File: config.mk
export PLATFORM = sky130hd
export DESIGN_NAME = djtq_front
export DESIGN_NICKNAME = d
export VERILOG_FILES = /design/src/rtl/core/djtq_pkg.sv /design/src/rtl/core/djtq_front.sv
export VERILOG_INCLUDE_DIRS = /design/src /design/src/rtl/core
export SDC_FILE = /design/constraint.sdc
export NUM_CORES = 1
export LEC_CHECK = 0
export BUFFER_PORTS_ARGS = -buffer_cell sky130_fd_sc_hd__buf_2
export CORE_MARGIN = 1
export CORE_UTILIZATION = 47
export DETAILED_ROUTE_END_ITERATION = 16
export MAX_ROUTING_LAYER = met4
export PLACE_DENSITY_LB_ADDON = 0.08
export SLEW_MARGIN = 20
export SYNTH_ARGS = -nofsm -noshare
export SYNTH_HDL_FRONTEND = slang
export SYNTH_SLANG_ARGS = --single-unit
File: constraint.sdc
create_clock -name aclk -period 3.5 [get_ports aclk]
set_clock_uncertainty 0.2 [all_clocks]
set_input_delay 0.175 -clock aclk [delete_from_list [all_inputs] [get_ports aclk]]
set_output_delay 0.175 -clock aclk [all_outputs]
set_load 0.005 [all_outputs]
File: src/rtl/core/deadline_job_timer_queue_defines.svh
// assertion macros for the deadline job timer queue
`ifndef DEADLINE_JOB_TIMER_QUEUE_DEFINES_SVH
`define DEADLINE_JOB_TIMER_QUEUE_DEFINES_SVH
`ifndef ASSERT_OFF
`define DJTQ_ASSERT(label, clk, rstn, prop, msg) \
    label: assert property (@(posedge clk) disable iff (!rstn) (prop)) else $error(msg);
`define DJTQ_ASSERT_RST(label, clk, prop, msg) \
    label: assert property (@(posedge clk) (prop)) else $error(msg);
`else
`define DJTQ_ASSERT(label, clk, rstn, prop, msg)
`define DJTQ_ASSERT_RST(label, clk, prop, msg)
`endif
`endif

File: src/rtl/core/djtq_pkg.sv
// ----------------------------------------------------------------------------
// djtq_pkg
// types and constants shared by the deadline job timer queue
// ----------------------------------------------------------------------------
package djtq_pkg;
    localparam int NUM_ENTRIES = 16;
    localparam int TIME_BITS   = 48;
    localparam int IDX_BITS    = (NUM_ENTRIES > 1) ? $clog2(NUM_ENTRIES) : 1;
    localparam int CNT_BITS    = $clog2(NUM_ENTRIES + 1);
    localparam int FIFO_DEPTH  = 2;

    localparam logic [1:0] CMD_SCHEDULE = 2'd0;
    localparam logic [1:0] CMD_CANCEL   = 2'd1;
    localparam logic [1:0] CMD_TICK     = 2'd2;

    localparam logic [2:0] K_INSERTED  = 3'd0;
    localparam logic [2:0] K_MOVED     = 3'd1;
    localparam logic [2:0] K_UNCHANGED = 3'd2;
    localparam logic [2:0] K_FULL      = 3'd3;
    localparam logic [2:0] K_CANCELLED = 3'd4;
    localparam logic [2:0] K_NOT_FOUND = 3'd5;
    localparam logic [2:0] K_FIRED     = 3'd6;
    localparam logic [2:0] K_NOTHING   = 3'd7;

    typedef struct packed {
        logic [1:0]  cmd;
        logic [7:0]  job_id;
        logic [47:0] time_value;
    } in_item_t;

    typedef struct packed {
        logic [2:0] kind;
        logic [7:0] result_job;
        logic       last;
    } out_item_t;

    typedef struct packed {
        logic [1:0]           cmd;
        logic [7:0]           job_id;
        logic [TIME_BITS-1:0] time_value;
    } job_cmd_t;
endpackage

File: src/rtl/core/djtq_front.sv
// ----------------------------------------------------------------------------
// djtq_front
// accepts items, drops unused command codes, queues commands for the back end
// ----------------------------------------------------------------------------
module djtq_front (
    input  logic               aclk,
    input  logic               aresetn,
    input  logic               s_valid,
    output logic               s_ready,
    input  djtq_pkg::in_item_t s_data,
    output logic               q_valid,
    input  logic               q_ready,
    output djtq_pkg::job_cmd_t q_data
);
    import djtq_pkg::*;
    `include "deadline_job_timer_queue_defines.svh"

    localparam int PB = $clog2(FIFO_DEPTH);

    job_cmd_t              mem_reg [FIFO_DEPTH];
    logic [PB-1:0]         wr_reg, rd_reg;
    logic [PB:0]           cnt_reg;
    logic                  push, pop, keep;

    assign s_ready = (cnt_reg != FIFO_DEPTH[PB:0]);
    assign keep    = (s_data.cmd == CMD_SCHEDULE) || (s_data.cmd == CMD_CANCEL)
                     || (s_data.cmd == CMD_TICK);
    assign push    = s_valid && s_ready && keep;
    assign q_valid = (cnt_reg != '0);
    assign pop     = q_valid && q_ready;
    assign q_data  = mem_reg[rd_reg];

    always_ff @(posedge aclk) begin
        if (push) begin
            mem_reg[wr_reg] <= '{cmd: s_data.cmd, job_id: s_data.job_id,
                                 time_value: s_data.time_value[TIME_BITS-1:0]};
        end
        if (!aresetn) begin
            wr_reg  <= '0;
            rd_reg  <= '0;
            cnt_reg <= '0;
        end else begin
            if (push) wr_reg <= wr_reg + 1'b1;
            if (pop)  rd_reg <= rd_reg + 1'b1;
            cnt_reg <= cnt_reg + {{PB{1'b0}}, push} - {{PB{1'b0}}, pop};
        end
    end

    `DJTQ_ASSERT(a_no_overflow, aclk, aresetn, cnt_reg <= FIFO_DEPTH[PB:0], "queue overflow")
    `DJTQ_ASSERT(a_pop_nonempty, aclk, aresetn, pop |-> cnt_reg != '0, "pop of empty queue")
    `DJTQ_ASSERT(a_full_stall, aclk, aresetn,
        (cnt_reg == FIFO_DEPTH[PB:0] && !pop) |=> cnt_reg == FIFO_DEPTH[PB:0],
        "full queue lost count")
endmodule

==> impl_metrics.env <==
export IMPL_power_density_nw_per_um2=651
export IMPL_fp_row_count=35
export IMPL_clkTransAtPathRegs_ps=50
export IMPL_cts_tree="yes"
export IMPL_cts_sinks=121
export IMPL_antenna_found_initial=0
export IMPL_ys_ff_latch=121
export IMPL_die_area_sq_um=9880
export IMPL_drt_pre_antenna_iters=4
export IMPL_dpl_hpwl_microns=4720
export IMPL_r2r_start="cnt_reg[0]"
export IMPL_nNetsFinal=472
export IMPL_clock_root_buffer="clkbuf_8"
export IMPL_fp_dieH_microns=99.4
export IMPL_die_x_microns=99.4
export IMPL_period_minus_slack_ps=2490
export IMPL_hold_class="primary input to register"
export IMPL_final_cell_count_no_fill=533
export IMPL_grt_overflow=0
export IMPL_rsz0062_at_grt="false"
export IMPL_synth_nets=274
export IMPL_ios=122
export IMPL_grt_met2_usage_pct=27.9
export IMPL_max_cap_violations=0
export IMPL_critPathKind="register to output port"
export IMPL_endpoint_kind="output port"
export IMPL_clock_latency_ps=500
export IMPL_worstReg2RegEnd="mem_reg[0][52]"
export IMPL_drt_total_wl_microns=7940
export IMPL_arrival_ps=2120
export IMPL_setup_ws_ps=1010
export IMPL_crit_path_max_fanout=30
export IMPL_synth_flop_cell="edfxtp_1"
export IMPL_fin_tns_setup_ps=0
export IMPL_io_buffers=121
export IMPL_pre_cts_slack_ps=1350
export IMPL_drt_drc_violations_left=0
export IMPL_p_leak_nw=2.44
export IMPL_core_region_area_sq_um=9200
export IMPL_fin_area_sq_um=6420
export IMPL_total_power_mw=4.18
export IMPL_seq_area_frac_synth_pct=80.4
export IMPL_async_flop_share_pct=0
export IMPL_relSlewSlack_pct=50.1
export IMPL_setup_viol=0
export IMPL_netlist_area_sq_um=4460
export IMPL_layout_common_cells="buf_2, edfxtp_1, dlygate4sd3_1, mux2_2, clkbuf_16"
export IMPL_critPathLaunchType="register"
export IMPL_cts_buffer_depth=2
export IMPL_antenna_left=0
export IMPL_drv_slew=0
export IMPL_fmax_ghz=0.401
export IMPL_gp_congestion=0.706
export IMPL_syn_area_per_cell_sq_um=21.1
export IMPL_largest_reg_flops=116
export IMPL_cp_data_required_time_ps=3120
export IMPL_placed_area_sq_um=5220
export IMPL_diodes=0
export IMPL_grt_usage_pct=18.1
export IMPL_grtUsageMet1_pct=21.8
export IMPL_grt_busiest_layer="met2"
export IMPL_htree_levels=4
export IMPL_yosysWarnings=0
export IMPL_drive_gt1_share_pct=50.7
export IMPL_r2r_setup_slack_ps=1370
export IMPL_area_growth_pct=44.2
export IMPL_grt_pass1_vias=2653
export IMPL_reg2reg_depth=4
export IMPL_post_route_period_util_pct=71.2
export IMPL_worstMarginPinSlew_ps=749
export IMPL_status="complete, no violations"
export IMPL_avgRoutedWirePerCell_microns=14.9
export IMPL_final_common_cell="buf_2"
export IMPL_drt_initial_drc_count=99
export IMPL_endpoint="q_data[49]"
export IMPL_grt_max_degree=38
export IMPL_yosysUniqueCellTypes=22
export IMPL_vias=2546
export IMPL_timing_hold_violations_final=0
export IMPL_place_inst=440
export IMPL_synthCells=211
export IMPL_cts_repair_resized=0
export IMPL_grt_pass1_wl_microns=12600
export IMPL_peakVddDrop_mv=0.354
export IMPL_use_met3_pct=5.41
export IMPL_fin_util_pct=69.9
export IMPL_synth_edff_count=116
export IMPL_fin_worst_hold_slack_ps=152
export IMPL_start_util_pct=48.5
export IMPL_viasPerCell=4.78
export IMPL_cts_buffers=17
## how the worst min path moves through the flow
stage                     startpoint             end  depth (start not counted)
after floorplan            s_data[0]   mem_reg[0][0]                          0
after global placement    s_data[50]  mem_reg[1][50]                          1
after detailed placement   s_data[0]   mem_reg[1][0]                          1
after CTS                    s_valid      cnt_reg[1]                          5
after global routing         s_valid      cnt_reg[1]                          5
final                        s_valid          wr_reg                          5
## synth_stat cells, types with 2 or more instances
master	instances	area share, %
nand2_1	4	0.34
dfxtp_1	5	2.2
mux2_1	4	1.0
xnor2_1	2	0.39
nor2_1	2	0.17
edfxtp_1	116	78
buf_6	3	0.76
buf_2	3	0.34
a21oi_1	2	0.22
mux2_2	54	14
nand2b_1	2	0.28
and2_1	4	0.56
## area by class of cell
| class | count | area (sq um) |
|---|---|---|
| timing repair buffer | 185 | 1280 |
| clock inverter | 14 | 174 |
| sequential | 121 | 3580 |
| tap | 111 | 139 |
| clock buffer | 18 | 418 |
| multi-input combinational | 84 | 833 |
| fill | 625 | 2770 |
## repair_timing
item                                    in CTS  in global routing
buffers inserted                             0                  0
endpoints found under the setup margin       0                  0
hold endpoints to repair                   121                  0
hold buffers                                61                  0
## critical path, stage by stage (launching register included)
cell     delay [ps]
dfxtp_2         810
buf_12          290
mux2_2          360
buf_2           140
## per-layer routing
metal  vias up  part of all wire [%]
li1       1236                     -
met5         -                     0
met2        88                    49
met1      1207                    44
met3        15                   4.7
met4         0                   1.9
## report_power, final
group,switching (mW),leakage (nW),internal (mW)
Clock,0.610,0.279,1.09
Sequential,0.0719,1.12,1.74
Combinational,0.282,1.04,0.387
## cell families (layout without fill, tap and decap cells)
kind of cell | after synthesis | count (layout) | share of synthesized area, %
DFF | 121 | 121 | 80.4
muxes | 59 | 59 | 14.9
and+or+nand+nor | 17 | 17 | 2.19
buffers and inverters | 6 | 217 | 1.09
AOI/OAI and AO/OA | 5 | 5 | 0.758
xor gates and xnor gates | 2 | 2 | 0.393
adders and majority gates | 1 | 1 | 0.281
(Power assumes the default switching activity.)
